File: src/rtl/core/afc_pkg.sv
`default_nettype none

package afc_pkg;

  // configuration port
  localparam int unsigned CFG_IDX_W  = 3;
  localparam int unsigned CFG_DATA_W = 31;

  // register indexes
  localparam logic [CFG_IDX_W-1:0] REG_STIFFNESS = 3'd0;
  localparam logic [CFG_IDX_W-1:0] REG_DAMPING   = 3'd1;
  localparam logic [CFG_IDX_W-1:0] REG_INV_MASS  = 3'd2;
  localparam logic [CFG_IDX_W-1:0] REG_TIME_STEP = 3'd3;
  localparam logic [CFG_IDX_W-1:0] REG_SPEED_LIM = 3'd4;
  localparam logic [CFG_IDX_W-1:0] REG_ADJ_LIM   = 3'd5;

  // register reset values
  localparam logic [CFG_DATA_W-1:0] RST_STIFFNESS = 31'd3932;
  localparam logic [CFG_DATA_W-1:0] RST_DAMPING   = 31'd7864;
  localparam logic [CFG_DATA_W-1:0] RST_INV_MASS  = 31'd21845333;
  localparam logic [CFG_DATA_W-1:0] RST_TIME_STEP = 31'd524;
  localparam logic [CFG_DATA_W-1:0] RST_SPEED_LIM = 31'd5242880;
  localparam logic [CFG_DATA_W-1:0] RST_ADJ_LIM   = 31'd1310720;

  typedef struct packed {
    logic [CFG_DATA_W-1:0] stiffness_gain;
    logic [CFG_DATA_W-1:0] damping_gain;
    logic [CFG_DATA_W-1:0] inv_mass;
    logic [CFG_DATA_W-1:0] time_step;
    logic [CFG_DATA_W-1:0] speed_limit;
    logic [CFG_DATA_W-1:0] adjust_limit;
  } cfg_regs_t;

  // sequencer states
  typedef enum logic [3:0] {
    ST_IDLE,
    ST_MUL_KP,
    ST_NUM,
    ST_MUL_IM,
    ST_ACC,
    ST_MUL_DT1,
    ST_SPEED,
    ST_MUL_DT2,
    ST_ADJ
  } state_t;

  // operand pairs for the shared multiplier
  typedef enum logic [2:0] {
    MUL_SPEED_KD,
    MUL_ADJ_KP,
    MUL_NUM_IM,
    MUL_ACC_DT,
    MUL_SPEED_DT
  } mul_sel_t;

  typedef struct packed {
    logic     accept;
    logic     mul_en;
    mul_sel_t mul_sel;
    logic     ld_kd_term;
    logic     ld_num;
    logic     ld_acc;
    logic     ld_speed;
    logic     ld_adj;
  } dp_cmd_t;

  typedef struct packed {
    logic out_busy;
  } dp_status_t;

endpackage

`default_nettype wire

File: src/rtl/core/afc_regs.sv
`default_nettype none

module afc_regs (
  input  wire logic                            clk,
  input  wire logic                            rst,
  input  wire logic                            cfg_we,
  input  wire logic [afc_pkg::CFG_IDX_W-1:0]   cfg_index,
  input  wire logic [afc_pkg::CFG_DATA_W-1:0]  cfg_data,
  output afc_pkg::cfg_regs_t                   regs
);

  // register file, writes beyond the list are dropped
  always_ff @(posedge clk) begin
    if (rst) begin
      regs.stiffness_gain <= afc_pkg::RST_STIFFNESS;
      regs.damping_gain   <= afc_pkg::RST_DAMPING;
      regs.inv_mass       <= afc_pkg::RST_INV_MASS;
      regs.time_step      <= afc_pkg::RST_TIME_STEP;
      regs.speed_limit    <= afc_pkg::RST_SPEED_LIM;
      regs.adjust_limit   <= afc_pkg::RST_ADJ_LIM;
    end else if (cfg_we) begin
      unique case (cfg_index)
        afc_pkg::REG_STIFFNESS: regs.stiffness_gain <= cfg_data;
        afc_pkg::REG_DAMPING:   regs.damping_gain   <= cfg_data;
        afc_pkg::REG_INV_MASS:  regs.inv_mass       <= cfg_data;
        afc_pkg::REG_TIME_STEP: regs.time_step      <= cfg_data;
        afc_pkg::REG_SPEED_LIM: regs.speed_limit    <= cfg_data;
        afc_pkg::REG_ADJ_LIM:   regs.adjust_limit   <= cfg_data;
        default: ;
      endcase
    end
  end

endmodule

`default_nettype wire

File: config.mk
export PLATFORM = sky130hd
export DESIGN_NAME = afc_regs
export DESIGN_NICKNAME = d
export VERILOG_FILES = /design/src/rtl/core/afc_pkg.sv /design/src/rtl/core/afc_regs.sv
export SDC_FILE = /design/constraint.sdc
export NUM_CORES = 1
export LEC_CHECK = 0
export ABC_AREA = 1
export ABC_CLOCK_PERIOD_IN_PS = 2450
export BUFFER_PORTS_ARGS = -buffer_cell sky130_fd_sc_hd__buf_2
export CAP_MARGIN = 20
export CORE_AREA = 2 2 118 120
export CTS_CLUSTER_SIZE = 14
export DETAILED_ROUTE_END_ITERATION = 10
export DIE_AREA = 0 0 120 122
export HOLD_SLACK_MARGIN = 0.02
export PLACE_DENSITY = 0.83
export REMOVE_ABC_BUFFERS = 1
export SLEW_MARGIN = 5
export SYNTH_ARGS = -nofsm -noshare
export SYNTH_HDL_FRONTEND = slang
export SYNTH_SLANG_ARGS = --single-unit
File: constraint.sdc
create_clock -name clk -period 2.45 [get_ports clk]
set_clock_uncertainty 0.05 [all_clocks]
set_input_delay 0.3675 -clock clk [delete_from_list [all_inputs] [get_ports clk]]
set_output_delay 0.3675 -clock clk [all_outputs]
set_load 0.05 [all_outputs]
# After elaboration in Yosys (flattened, before gate mapping)
# Cells that the tools add are included.
# totals
ff_bits	186
input_bits	37
out_inout_bits	186
wordCells	18
# op_classes
n_eq_ne	5
reduce_logical	7
# op_table
cell	n
$reduce_and A2 Y1	6
$eq A3 B2 Y1 const B	2
$eq A3 B3 Y1 const B	2
$eq A3 B1 Y1 const B	1
$logic_not A3 Y1	1

# Depth between registers and ports, before layout
# depth
word_depth	2
mapped_depth	7
mapped_depth_nobuf	5

# Worst setup path after synthesis
# OpenSTA, ideal clock, no wires.
# synth_timing
path_type	input port to flip-flop
startpoint	input port cfg_we
endpoint	register regs[104] in the netlist's numbering
setup_ns	0.114
stages	7
n_path_buf	2
arrival_time_ns	1.087
path_slack_ns	1.199
t_required_ns	2.286
path_cell_list	inv_1 nor2_2 buf_2 buf_2 nand3_1 nand2_1 nor2_1
# synth_via
elab_chain_len	1
# synth_lines
element	line	rtl
start: declaration	afc_regs.sv:6	input wire logic cfg_we,
$reduce_and A2 Y1 (no source line)	--	
end: declaration	afc_regs.sv:9	output afc_pkg::cfg_regs_t regs
# No other way between the ends.
# A chain may end at the register's enable or synchronous reset.

# Final worst setup path
# layout_timing
startpoint	register regs[9] in the netlist's numbering
endpoint	output port regs[9] in the netlist's numbering
# No word-level cell between the ends.

==> impl_metrics.yaml <==
run_status:
  outcome: "completed"
sta:
  grt_setup_unrepaired: "no"
  slew_headroom_pct: 63.12
  timing.final.ws_setup_ns: 0.9437
  period_share_pct: 61.48
  max_freq_mhz: 663.9
  tightest_slew_ns: 0.5519
  setup_violations: 0
  finalSetupTns_ns: 0
  hold_violations: 0
  slew_viol_final: 0
  fin_crit_ns: 1.506
drt:
  avgViaCountPerCell: 5.197
  first_iter_violations: 629
  remaining_drc_errors: 0
  ant_nets: 0
  dr.pass1.iters: 7
  wl_per_cell_um: 15.24
  vias: 7344
  routed_wl_mm: 21.54
worst_setup_path:
  r2r-start: "regs[99]"
  ff2ff_setup_slack_ns: 1.77
  crit_path_top_delay_cell: "dfxtp_1"
  max_stage_delay_ns: 0.37
  rr_worst_depth: 2
  endpoint_kind: "output port"
  crit_required_ns: 2.03
  crit_buf_inv: 1
  crit_fanout: 2
  critical_path.top_delay_family: "flip-flops"
  path_cells: "buf_2"
  r2r_end: "regs[99]"
  arrival_ns: 1.09
  endpoint: "regs[9]"
  cp.depth: 1
  critPathKind: "reg -> out"
  startpoint: "regs[9]"
  critPathLaunchType: "flip-flop"
floorplanning:
  io_pins: 223
  die-area_sq_um: 14640
  num_rows: 43
  core_area_sq_um: 13500
  die_h_um: 122
  die_w_um: 120
  initial_core_util_pct: 52.93
grt:
  grt_max_degree: 62
  grt_pass1_wl_mm: 33.57
  grtUsageTotal_pct: 29.16
  grt_pass1_vias: 6748
  antenna_found_initial: 0
  overflow: 0
layout:
  final_cell_mix: "300 x nor2_1, 234 x nand2_1, 222 x buf_2, 186 x nand3_1, 186 x dfxtp_1"
  top_register: "regs"
  finish.instance_area_sq_um: 9097
  areaGrowthSynthToFinish_pct: 27.27
  drive_gt1_share_pct: 23.44
  n_antenna_cell: 0
  fill_cells: 1192
  final_core_util_pct: 67.37
  biggestRegsByFlops: "regs (186)"
  final_common_cell: "nor2_1"
  nets: 1258
  largest_reg_flops: 186
clocking:
  clkTransAtPathRegs_ns: 0.06
  htree_levels: 4
  post-cts-setup-buffers: 0
  ctsResizeCount: 0
  cts-root-buf: "clkbuf_16"
  holdBufCountCts: 0
  cts_buffers: 17
  clk_path_buf_depth: 2
  clk_latency_ns: 0.42
  cts_tree: "yes"
  cts.sink_count: 186
power:
  p_per_area_nw_per_um2: 761.5
  p_leak_nw: 4.539
  fin_total_pwr_mw: 6.928
  peakVddDrop_mv: 0.5084
synth:
  synth_top_cell_area_share_pct: 52.09
  avgSynthCellArea_sq_um: 6.987
  yosysUniqueCellTypes: 11
  synthCells: 1023
  synth_seq_cells: 186
  synth.largest_area_cell: "dfxtp_1"
  ys_warn_count: 0
  syn_area_sq_um: 7148
  synth_area_leaders: "dfxtp_1 52%, nor2_1 16%, nand3_1 13%"
  synth-seq-area-share_pct: 52.09
min_path:
  hold_path_class: "in -> reg"
placed_design:
  postPlaceCellArea_sq_um: 8516
  place.detailed.hpwl_mm: 14.23
  place_ws_ns: 0.6091
  io_buffers: 222
  gp_congestion: 0.8378
flow_run:
  maxCapViolCount: 0
[cell usage after synthesis]
cell type  number
nor2_1        307
nand2_1       234
dfxtp_1       186
nand3_1       186
inv_1          35
buf_2          34
clkbuf_1       23
buf_1          12
nor2_2          3
clkinv_1        2
inv_2           1
[worst min path at each step]
stage,start,endpoint,cells past startpoint
2_1_floorplan,cfg_data[8],regs[101],2
3_3_place_gp,regs[65],regs[65],2
3_5_place_dp,regs[71],regs[71],2
4_1_cts,cfg_data[19],regs[112],3
5_1_grt,cfg_data[19],regs[112],3
6_report,cfg_data[19],regs[112],3
[cells by family (layout without fill, tap and decap cells)]
logic type	count (synthesis)	count (layout)	synth area share [%]
DFF	186	186	52.09
and+or+nand+nor	730	730	41.69
buffers and inverters	107	317	6.214
[stage by stage]
step                hold slack, ns  instances
floorplan                   0.4307        954
global placement            0.3854       1382
detailed placement          0.3908       1382
CTS                        0.09404       1413
global route                0.1023       1413
finish                      0.1060       1413
[metal layers]
layer	share of wire, %	track usage, %
met2	48	49.54
met1	42	35.59
met4	2.5	13.01
met3	6.8	6.320
met5	0	0
[final cells by class]
type / instances / area [sq um] / area share, %
flip-flops and latches: 186 / 3724 / 40.93
well taps: 180 / 225.2 / 2.476
clock buffers: 24 / 491.7 / 5.405
multi-input cells: 730 / 3038 / 33.39
repair buffers: 248 / 1381 / 15.18
inverters: 38 / 147.6 / 1.623
clock inverters: 7 / 90.09 / 0.9902
[power breakdown]
group          switching [mW]  leakage [nW]  internal, mW
Combinational           0.780          2.74         0.243
Clock                    1.12         0.282          1.60
Sequential             0.0559          1.51          3.13
(Power assumes the default switching activity.)
