`src/rtl/core/afc_pkg.sv`:
```
`default_nettype none

package afc_pkg;

  // configuration port
  localparam int unsigned CFG_IDX_W  = 3;
  localparam int unsigned CFG_DATA_W = 31;

  // register indexes
  localparam logic [CFG_IDX_W-1:0] REG_STIFFNESS = 3'd0;
  localparam logic [CFG_IDX_W-1:0] REG_DAMPING   = 3'd1;
  localparam logic [CFG_IDX_W-1:0] REG_INV_MASS  = 3'd2;
  localparam logic [CFG_IDX_W-1:0] REG_TIME_STEP = 3'd3;
  localparam logic [CFG_IDX_W-1:0] REG_SPEED_LIM = 3'd4;
  localparam logic [CFG_IDX_W-1:0] REG_ADJ_LIM   = 3'd5;

  // register reset values
  localparam logic [CFG_DATA_W-1:0] RST_STIFFNESS = 31'd3932;
  localparam logic [CFG_DATA_W-1:0] RST_DAMPING   = 31'd7864;
  localparam logic [CFG_DATA_W-1:0] RST_INV_MASS  = 31'd21845333;
  localparam logic [CFG_DATA_W-1:0] RST_TIME_STEP = 31'd524;
  localparam logic [CFG_DATA_W-1:0] RST_SPEED_LIM = 31'd5242880;
  localparam logic [CFG_DATA_W-1:0] RST_ADJ_LIM   = 31'd1310720;

  typedef struct packed {
    logic [CFG_DATA_W-1:0] stiffness_gain;
    logic [CFG_DATA_W-1:0] damping_gain;
    logic [CFG_DATA_W-1:0] inv_mass;
    logic [CFG_DATA_W-1:0] time_step;
    logic [CFG_DATA_W-1:0] speed_limit;
    logic [CFG_DATA_W-1:0] adjust_limit;
  } cfg_regs_t;

  // sequencer states
  typedef enum logic [3:0] {
    ST_IDLE,
    ST_MUL_KP,
    ST_NUM,
    ST_MUL_IM,
    ST_ACC,
    ST_MUL_DT1,
    ST_SPEED,
    ST_MUL_DT2,
    ST_ADJ
  } state_t;

  // operand pairs for the shared multiplier
  typedef enum logic [2:0] {
    MUL_SPEED_KD,
    MUL_ADJ_KP,
    MUL_NUM_IM,
    MUL_ACC_DT,
    MUL_SPEED_DT
  } mul_sel_t;

  typedef struct packed {
    logic     accept;
    logic     mul_en;
    mul_sel_t mul_sel;
    logic     ld_kd_term;
    logic     ld_num;
    logic     ld_acc;
    logic     ld_speed;
    logic     ld_adj;
  } dp_cmd_t;

  typedef struct packed {
    logic out_busy;
  } dp_status_t;

endpackage

`default_nettype wire

```
`src/rtl/core/afc_ctrl.sv`:
```
`default_nettype none

module afc_ctrl (
  input  wire logic                 clk,
  input  wire logic                 rst,
  input  wire logic                 s_tvalid,
  output logic                      s_tready,
  input  wire afc_pkg::dp_status_t  status,
  output afc_pkg::dp_cmd_t          cmd
);

  afc_pkg::state_t state;
  afc_pkg::state_t state_next;

  // state register
  always_ff @(posedge clk) begin
    if (rst) begin
      state <= afc_pkg::ST_IDLE;
    end else begin
      state <= state_next;
    end
  end

  // next state
  always_comb begin
    state_next = state;
    unique case (state)
      afc_pkg::ST_IDLE:    if (s_tvalid) state_next = afc_pkg::ST_MUL_KP;
      afc_pkg::ST_MUL_KP:  state_next = afc_pkg::ST_NUM;
      afc_pkg::ST_NUM:     state_next = afc_pkg::ST_MUL_IM;
      afc_pkg::ST_MUL_IM:  state_next = afc_pkg::ST_ACC;
      afc_pkg::ST_ACC:     state_next = afc_pkg::ST_MUL_DT1;
      afc_pkg::ST_MUL_DT1: state_next = afc_pkg::ST_SPEED;
      afc_pkg::ST_SPEED:   state_next = afc_pkg::ST_MUL_DT2;
      afc_pkg::ST_MUL_DT2: state_next = afc_pkg::ST_ADJ;
      afc_pkg::ST_ADJ:     if (!status.out_busy) state_next = afc_pkg::ST_IDLE;
      default:             state_next = afc_pkg::ST_IDLE;
    endcase
  end

  // datapath commands
  always_comb begin
    cmd = '0;
    cmd.mul_sel = afc_pkg::MUL_SPEED_KD;
    s_tready = 1'b0;
    unique case (state)
      afc_pkg::ST_IDLE: begin
        s_tready    = 1'b1;
        cmd.accept  = s_tvalid;
        cmd.mul_en  = s_tvalid;
        cmd.mul_sel = afc_pkg::MUL_SPEED_KD;
      end
      afc_pkg::ST_MUL_KP: begin
        cmd.ld_kd_term = 1'b1;
        cmd.mul_en     = 1'b1;
        cmd.mul_sel    = afc_pkg::MUL_ADJ_KP;
      end
      afc_pkg::ST_NUM: begin
        cmd.ld_num = 1'b1;
      end
      afc_pkg::ST_MUL_IM: begin
        cmd.mul_en  = 1'b1;
        cmd.mul_sel = afc_pkg::MUL_NUM_IM;
      end
      afc_pkg::ST_ACC: begin
        cmd.ld_acc = 1'b1;
      end
      afc_pkg::ST_MUL_DT1: begin
        cmd.mul_en  = 1'b1;
        cmd.mul_sel = afc_pkg::MUL_ACC_DT;
      end
      afc_pkg::ST_SPEED: begin
        cmd.ld_speed = 1'b1;
      end
      afc_pkg::ST_MUL_DT2: begin
        cmd.mul_en  = 1'b1;
        cmd.mul_sel = afc_pkg::MUL_SPEED_DT;
      end
      afc_pkg::ST_ADJ: begin
        cmd.ld_adj = !status.out_busy;
      end
      default: ;
    endcase
  end

endmodule

`default_nettype wire

```
`config.mk`:
```
export PLATFORM = sky130hd
export DESIGN_NAME = afc_ctrl
export DESIGN_NICKNAME = d
export VERILOG_FILES = /design/src/rtl/core/afc_pkg.sv /design/src/rtl/core/afc_ctrl.sv
export SDC_FILE = /design/constraint.sdc
export NUM_CORES = 1
export LEC_CHECK = 0
export BUFFER_PORTS_ARGS = -buffer_cell sky130_fd_sc_hd__buf_2
export CORE_AREA = 2 2 39 41
export CTS_CLUSTER_DIAMETER = 120
export DETAILED_ROUTE_END_ITERATION = 7
export DIE_AREA = 0 0 41 43
export GPL_TIMING_DRIVEN = 0
export PLACE_DENSITY = 0.43
export SLEW_MARGIN = 10
export SYNTH_ARGS = -nofsm -noshare
export SYNTH_HDL_FRONTEND = slang
export SYNTH_SLANG_ARGS = --single-unit
```
`constraint.sdc`:
```
create_clock -name clk -period 1.2 [get_ports clk]
set_input_delay 0.18 -clock clk [delete_from_list [all_inputs] [get_ports clk]]
set_output_delay 0.18 -clock clk [all_outputs]
set_load 0.02 [all_outputs]
```
== Yosys cells after proc, flatten, opt, wreduce, memory -nomap -nowiden ==
Cells that the tools add are included.
Storage, ports and cells
  register bits after elaboration: 4
  bits of input ports: 4
Operators by class
  equality and inequality tests: 10
  muxes and demuxes: 11
  reductions and logical operators: 3
Operators by type and width (number)
  one-hot mux 4 bit (9 select lines): 1
  one-hot mux 4 bit (5 select lines): 1
  equality test 4 x 3 -> 1 bit (second input constant): 4
  equality test 4 x 2 -> 1 bit (second input constant): 2
  two-way mux 4 bit: 2
  two-way mux 1 bit: 7
  equality test 4 x 1 -> 1 bit (second input constant): 1
  equality test 4 bit (second input constant): 1
  zero test 4 bit: 1
  != test 2 bit (second input constant): 2
  AND reduction 2 bit: 1
  zero test 1 bit: 1

== Logic depth before layout (Yosys ltp) ==
Gate-level depths: netlist (run 1).
  depth in word-level cells: 3
  mapped depth: 4
  gate-level depth less buffers: 3

== Worst setup path before layout (run 1) ==
No wires, ideal clock.
  path kind: flip-flop to output port
  start point: register state[2]
  end point: output port cmd[8] (netlist bit)
  data arrival time: 1275 ps
  path slack: -255 ps
  cell stages (with the launch flop): 5
  cells stage by stage: dfxtp_1 > buf_6 > nor4_2 > nand2_1 > nand2_1
RTL lines
  start: declaration: line afc_ctrl.sv:12  | afc_pkg::state_t state;
  start signal: assignment: line afc_ctrl.sv:18  | state <= afc_pkg::ST_IDLE;
  start signal: assignment: line afc_ctrl.sv:20  | state <= state_next;
  end: declaration: line afc_ctrl.sv:9  | output afc_pkg::dp_cmd_t cmd

==> metrics.txt, run 1 <==
die width 41 microns; top-area cell type share of the netlist area 26.2%; area leader, netlist dfxtp_1; GR Util All Layers 12.0%; max reg flops 4; CP max FO 6; Ys Warns 0; Core Region 1380 sq um; proportion of power drawn by combinational gates 61.8%; Initial Util 22.1%; Internal 0.586 mW; WL per Instance 11.0 microns; Net Sw Power 0.310 mW; vias around 380; Layout area overhead 137%; CP max-delay cell dfxtp_4; drt first pass iters 4; area of the die around 1800 sq um; worst setup margin -183 ps; Worst-Skew Late Latency roughly 240 ps; design area 724 sq um; Mapped Nets 41; status finished, violations left; Max Root-Sink Buffers 2; clk sinks 4; sw frac 34.6%; most instantiated cells after synthesis nor3_1 (6), nand2b_1 (5), dfxtp_1 (4); Post-synth EDFFs 0; fin crit share 115%; Seq/Total Area, Yosys 26.2%; final hold violations 0; Filler cells 138; violated checks setup timing; average via count per standard cell 4.41; Post-synth top flop dfxtp_1; Peak Freq 723 MHz; setup_tns -1520 ps; CP top delay family simple AND/OR/NAND/NOR gates; CTS clk-pin slew, worst paths 40 ps; Tmin final 1380 ps; largest net degree at the start of global routing 11; Critical Path RT 1020 ps; Routed Antenna Nets 0; most instantiated library cell after synthesis nor3_1; routability cong. 0.661; PortBufs 14; power density over the cells around 1200 nW/um^2; hold crit path type in2reg; Mapped Cells 37; biggest regs state (4); Critical Path AT roughly 1200 ps; Cell variety after synth 18; hold_buf cts 0; startpoint types flip-flop; Yosys reg bits 4; CTS tree built; DRC Markers 0; H-tree depth 1; WS Path Type reg2out; asr flop ratio synth 0%; worst-margin pin slew 238 ps; Die Y 43 microns; final net count 75; Max VDD drop 0.852 mV; total gr overflow 0; total CTS buffers 3; clock skew 3.54 ps; drt initial violations 3; global-route wire length before repair 1450 microns; Syn Area/Cell just over 8 sq um; vias in the first global route between 300 and 400; sequential power share 19.3%; maxcap violations 0; Pleak 0.331 nW; max-slew violations 0; endpoints failing setup 11; diodes inserted 0; RSZ-0062 raised after global routing yes; max incr delay on CP 350 ps; IO Pins 15; normalized max-slew margin 84.0%; crit path cell chain buf_12 > nor3b_4 > nor2b_4 > buf_6; crit path capture type output port; WP buf/inv 2; Overall Power 0.896 mW; Mapped Area 305 sq um; Placement Cell Area between 400 and 500 sq um; Reg with most FFs state; initial antenna violation count 0; synth top area cells dfxtp_1 (26%), nand2b_1 (10%), nor3_1 (9.8%); CTS root buf clkbuf_4; row count 14; layout cells sized above 1 78.3%; Place WS 19.4 ps; drt total wl 931 microns; clock network power share between 10% and 20%
[what timing repair did]
action                     4_1_cts  5_1_grt
buffers inserted                 5       10
pin swaps                        3        7
gates resized for setup         15       21
setup endpoints to repair       11       12
[worst reg2reg max path: stages, from the launching register on]
cell,delay [ps]
dfxtp_2,330
nor4_4,290
buf_4,170
buf_6,80
and2b_1,130
nor3_2,50
[logic make-up after synthesis]
kind of cell / after synthesis / share of synthesized area, %
DFF: 4 / 26.2
AOI/OAI and AO/OA: 1 / 2.05
buffers and inverters: 5 / 13.5
and+or+nand+nor: 24 / 49.6
xor gates and xnor gates: 3 / 8.61
[power by group through the flow]
stage                     Sequential, mW  Combinational [mW]  Clock, mW
after floorplan                    0.170               0.246          0
after global placement             0.172               0.320          0
after detailed placement           0.172               0.320          0
final                              0.173               0.554      0.169
after CTS                          0.170               0.432      0.176
after global routing               0.175               0.593      0.185
[final timing paths]
path | depth (start not counted) | slack [ps] | end | from
worst min register to register | 3 | 710 | state[1]$_SDFFE_PP0P_ | state[3]$_SDFFE_PP0P_
worst max register to register | 5 | 40 | state[3]$_SDFFE_PP0P_ | state[0]$_SDFFE_PP0P_
worst min-delay path | 2 | 150 | state[3]$_SDFFE_PP0P_ | rst
worst max-delay path | 4 | -180 | cmd[4] | state[1]$_SDFFE_PP0P_
[cell usage in the layout (no fill, tap or decap)]
cell type / synthesis / final
and4b_1: 1 / 1
buf_2: 0 / 3
nor3_2: 1 / 4
nor3b_4: 0 / 1
nand2_1: 3 / 3
nand2b_1: 5 / 1
nor2_1: 2 / 1
xor2_1: 1 / 1
clkbuf_4: 0 / 3
nor3_1: 6 / 3
nor4_4: 0 / 2
dfxtp_2: 0 / 2
dfxtp_4: 0 / 2
buf_6: 2 / 11
nor2b_4: 0 / 1
nor2_4: 0 / 1
xnor2_1: 2 / 2
a31oi_1: 1 / 1
nand2b_4: 0 / 4
nor4_1: 2 / 1
buf_4: 2 / 16
and2b_1: 1 / 1
buf_12: 0 / 2
inv_2: 0 / 1
buf_8: 0 / 1
[routing by layer]
layer	wire length [microns]	vias to the layer above	GRT usage (%)
li1	-	191	-
met1	422	171	16.3
met2	447	13	16.9
met3	62	0	6.28
met4	0	0	2.00
met5	0	-	0
[through the flow]
stage / util [%] / std cells / hold WS (ps)
3_3_place_gp: 32.2 / 67 / 399
3_5_place_dp: 32.2 / 67 / 398
6_report: 52.4 / 85 / 152
5_1_grt: 52.4 / 85 / 160
4_1_cts: 40.3 / 75 / 147
2_1_floorplan: - / 37 / 242
[final cells by class]
class	count	area [sq um]	share of cell area (%)
clock buffers	3	22.5	3.11
multi-input cells	28	274	37.8
repair buffers	29	256	35.4
well taps	16	20.0	2.76
inverters	1	3.75	0.518
plain buffers	4	57.6	7.94
flip-flops and latches	4	90.1	12.4
Power figures use the tool's default switching activity.
==> run 2: changes to the inputs <==
Settings changed: ABC_AREA from default to 1, PLACE_DENSITY 0.43 to 0.38.
==> run 2 against run 1 <==
The run still ends with setup timing left. Core utilization decreased by 16 points. Synthesized cell count up 19%. Non-clock buffer count fell by 13. Die area did not move. Sequential share of layout area rose by 5.8 points. Critical path depth grew 1. Total power down 36%. Routed wire length is 20% lower. Register-to-register slack improved by 120 ps. Largest cell class is now multi-input gates.
==> metrics.txt, run 2 <==
status finished, violations left; violated checks setup timing; drt total wl 746 microns; total CTS buffers 3; Final HPWL DP 542 microns; Filler cells 160; fin crit share 107%; final net count 73; WS Path Type reg2out; GR Util All Layers between 10% and 20%; area of the die 1760 sq um; most frequent cells in the layout buf_4 (13), nor2_1 (9), inv_1 (6); drt initial violations 7; asr flop ratio synth 0%; worst-margin pin slew 180 ps; PortBufs 14; Mapped Cells 44; Mapped Nets 48; r2r startpoint state[1]$_SDFFE_PP0P_; startpoint types flip-flop; endpoints failing setup 10; total gr overflow 0; Routed Antenna Nets 0; IO Pins 15; top-area cell type share of the netlist area a little under a third; layout cells sized above 1 61.2%; Place WS between 2 and 2.5 ps; hold path cells 2; initial antenna violation count 0; worst setup margin -82.4 ps; hold crit path type in2reg; routability cong. 0.772; normalized max-slew margin 87.9%; crit path capture type output port; Die Y about 43 microns; largest net degree at the start of global routing 6; critical hold path startpoint rst; area leader, netlist dfxtp_1; max-slew violations 0; Critical Path AT 1100 ps; Ys Warns 0; Seq/Total Area, Yosys 31.7%; DRC Markers 0; CP max FO 4; drt first pass iters 3; power density over the cells 1130 nW/um^2; setup_tns -408 ps; Mapped Area 253 sq um; Post-synth top flop dfxtp_1; maxcap violations 0; Tmin final 1280 ps; H-tree depth 1; row count 14; Reg with most FFs state; CTS root buf clkbuf_4; WL per Instance 8.99 microns; area taken by multi-input logic gates roughly 170 sq um; Max Root-Sink Buffers 2; Core Region 1380 sq um; Cell variety after synth 12; CTS tree built; Peak Freq around 800 MHz; Post-synth EDFFs 0; diodes inserted 0; first element of the critical path state[2]$_SDFFE_PP0P_; Layout area overhead 101%; register area between 90 and 100 sq um; clk sinks 4; Worst-Skew Late Latency 230 ps; most instantiated library cell after synthesis nor2_1; hold_buf cts 0; average via count per standard cell 4.08; biggest regs state (4); Max VDD drop between 0.5 and 0.6 mV; global-route wire length before repair 1200 microns; clock skew 7.35 ps; worst reg2reg path depth 6; vias in the first global route 297; max reg flops 4; Syn Area/Cell about 5.7 sq um; Initial Util between 10% and 20%; most common cell after layout, fill and taps aside buf_4; most instantiated cells after synthesis nor2_1 (11), inv_1 (10), nand2_1 (7); die width between 40 and 50 microns; Final Util 36.7%; RSZ-0062 raised after global routing yes; Pleak 0.268 nW; final hold violations 0; Critical Path RT 1020 ps; synth top area cells dfxtp_1 (32%), nor2_1 (16%), inv_1 (15%); Yosys reg bits 4; vias 339; CTS clk-pin slew, worst paths 40 ps
-- run 2: cell count changes in the layout (fill, tap and decap cells not counted), moves of 4 or more --
cell	change
nor2_1	+8
buf_6	-7
inv_1	+6
nand2b_4	-4
nor3_2	-4
-- run 2: through the flow --
step	instances	hold slack, ps	area, sq um	power, mW
after floorplan	44	249	259	0.274
final	83	156	508	0.572
after global placement	74	397	349	0.328
after detailed placement	74	400	349	0.327
after global routing	83	151	508	0.615
after CTS	81	142	460	0.545
-- run 2: final cells by class --
class                           instances  share of cell area [%]
Clock buffer                            3                    4.43
Tap cell                               16                    3.94
Sequential cell                         4                    18.2
Inverter                               11                    8.62
Timing Repair Buffer                   20                    31.0
Multi-Input combinational cell         29                    33.7
-- run 2: path summary, 6_finish.rpt --
kind              slack [ps]               endpoint
setup / recovery         -80                 cmd[6]
hold / removal           160  state[3]$_SDFFE_PP0P_
setup reg to reg         160  state[0]$_SDFFE_PP0P_
hold reg to reg          560  state[0]$_SDFFE_PP0P_
-- run 2: routing by layer --
metal / part of all wire (%) / track usage [%] / vias up
met5: 0 / 0 / -
met4: 0 / 6.00 / 0
met3: 5.0 / 3.14 / 0
met2: 50 / 14.4 / 7
met1: 45 / 12.9 / 150
li1: - / - / 182
-- run 2: logic make-up after synthesis --
family | synth area share [%]
buf+inv | 16.3
simple gates | 40.1
compound gates | 11.9
flops | 31.7
-- run 2: critical path: stages, from the launching register on --
cell and delay, ps:
dfxtp_4 380, inv_4 40, nor2_4 120, inv_2 60, o21ai_1 130, buf_4 150
-- run 2: where the power goes --
group          internal [mW]  leakage [nW]  total, mW  switching (mW)
logic                  0.119         0.219      0.250           0.131
clock network          0.111        0.0138      0.161          0.0492
registers              0.143        0.0353      0.161          0.0181
total                  0.373         0.268      0.572           0.198
-- run 2: what timing repair did --
action                                 in CTS  in global routing
resized for setup                          25                 11
setup endpoints to repair                  10                 11
endpoints found under the hold margin       0                  0
buffers inserted                            4                  2
pin swaps                                   5                  3
==> run 3: changes to the inputs <==
Settings changed: CELL_PAD_IN_SITES_DETAIL_PLACEMENT from default to 1, CELL_PAD_IN_SITES_GLOBAL_PLACEMENT from default to 1, PLACE_DENSITY 0.38 to 0.56.
==> run 3 against run 2 <==
Clock skew fell by 6.0 ps. Global-route usage up 2.0 points. Total power shrank 0.39%. Worst hold slack lost 5.2 ps. Critical path type unchanged. Non-clock buffer count down 1. Final cell count shrank 1.2%. Register-to-register slack gained 70 ps. Design area is 0.99% lower. Critical path depth is 1 lower. Routed wire length rose by 21%. The flow still finishes with violations (setup timing). Setup slack worse by 29 ps. Highest routed layer is now met4. Sequential cell count stayed put.
==> metrics.txt, run 3 (same netlist as run 2, synthesis figures left out) <==
crit path cell chain nor2_4 > nand2_2 > o22ai_2 > buf_6; RSZ-0062 raised after global routing yes; drt initial violations 1; total gr overflow 0; Critical Path RT 1020 ps; total CTS buffers 3; GR Util All Layers 12.1%; design area roughly 500 sq um; placed cells 74; most frequent cells in the layout buf_4 (11), nor2_1 (9), inv_2 (8); DRC Markers 0; Levels on crit path 4; H-tree depth 1; CP max-delay cell dfxtp_4; first element of the critical path state[3]$_SDFFE_PP0P_; status finished, violations left; Die Y 43 microns; Layout area overhead 99.0%; Worst-Skew Late Latency 230 ps; violated checks setup timing; clk sinks 4; layout cells sized above 1 approximately two thirds; Initial Util 18.3%; max-slew violations 0; routability cong. around 0.65; fin cells 82; WP buf/inv 1; clock skew 1.31 ps; WS Path Type reg2out; normalized max-slew margin around 90%; diodes inserted 0; vias 356; max reg flops 4; PortBufs 14; worst-margin pin slew 188 ps; reg2reg end state[2]$_SDFFE_PP0P_; Core Region 1380 sq um; most common cell after layout, fill and taps aside buf_4; Reg with most FFs state; average via count per standard cell 4.34; hold_buf cts 0; row count 14; biggest regs state (4); Critical Path AT 1130 ps; power density over the cells 1130 nW/um^2; initial antenna violation count 0; Place WS -7.75 ps; Filler cells between 150 and 200; CP max FO 5; CP top delay family flip-flops; vias in the first global route 365; fin crit share 109%; worst reg2reg path depth 6; Routed Antenna Nets 0; worst setup margin -111 ps; drt total wl 900 microns; drt first pass iters 2; final hold violations 0; crit path capture type output port; IO Pins 15; largest net degree at the start of global routing 6; Critical Path End cmd[8]; r2r startpoint state[2]$_SDFFE_PP0P_; maxcap violations 0; startpoint types flip-flop; setup slack, reg-to-reg 230 ps; hold crit path type in2reg; max incr delay on CP between 300 and 400 ps; Peak Freq between 700 and 800 MHz; endpoints failing setup 9; CTS tree built; CTS clk-pin slew, worst paths 40 ps; Max VDD drop about 0.47 mV; Tmin final roughly 1300 ps; final net count a little over 70; die width 41 microns; area of the die 1760 sq um; Placement Cell Area 349 sq um; global-route wire length before repair 1410 microns; Final HPWL DP 621 microns; Pleak 0.259 nW; Max Root-Sink Buffers 2; CTS root buf clkbuf_4; WL per Instance between 10 and 15 microns
## run 3: layout make-up
cell class                      count  area [sq um]  share of cell area, %
Sequential cell                     4          92.6                   18.4
Timing Repair Buffer               19           154                   30.6
Inverter                           11          41.3                   8.21
Clock buffer                        3          22.5                   4.48
Tap cell                           16          20.0                   3.98
Multi-Input combinational cell     29           173                   34.3
## run 3: what timing repair did
action | CTS | global route
setup buffers | 4 | 1
endpoints found under the setup margin | 11 | 11
resized for setup | 30 | 9
pin swaps | 5 | 4
## run 3: layer usage
| metal | track usage [%] | vias up | wire, microns |
|---|---|---|---|
| met2 | 20.3 | 11 | 490 |
| met4 | 10.0 | 0 | 9 |
| li1 | - | 181 | - |
| met5 | 0 | - | 0 |
| met1 | 12.1 | 162 | 345 |
| met3 | 1.57 | 2 | 55 |
## run 3: stage by stage
stage | power (mW) | hold WS, ps | setup TNS, ps | util, %
finish | 0.570 | 151 | -518 | 36.3
global route | 0.620 | 144 | -1270 | 36.3
CTS | 0.559 | 145 | -610 | 34.3
detailed placement | 0.330 | 401 | -7.75 | 25.2
global placement | 0.329 | 396 | -23.9 | 25.2
floorplan | 0.274 | 249 | 0 | -
## run 3: worst min-delay path by stage
stage | startpoint | to | slack [ps] | cells after the start
finish | rst | state[0]$_SDFFE_PP0P_ | 150 | 2
global route | rst | state[0]$_SDFFE_PP0P_ | 140 | 2
global placement | rst | state[3]$_SDFFE_PP0P_ | 400 | 2
detailed placement | rst | state[3]$_SDFFE_PP0P_ | 400 | 2
CTS | rst | state[3]$_SDFFE_PP0P_ | 150 | 2
floorplan | rst | state[2]$_SDFFE_PP0P_ | 250 | 1
## run 3: power breakdown
group / internal, mW / switching, mW / total [mW]
registers: 0.143 / 0.0171 / 0.160
logic: 0.113 / 0.137 / 0.250
clock network: 0.111 / 0.0484 / 0.160
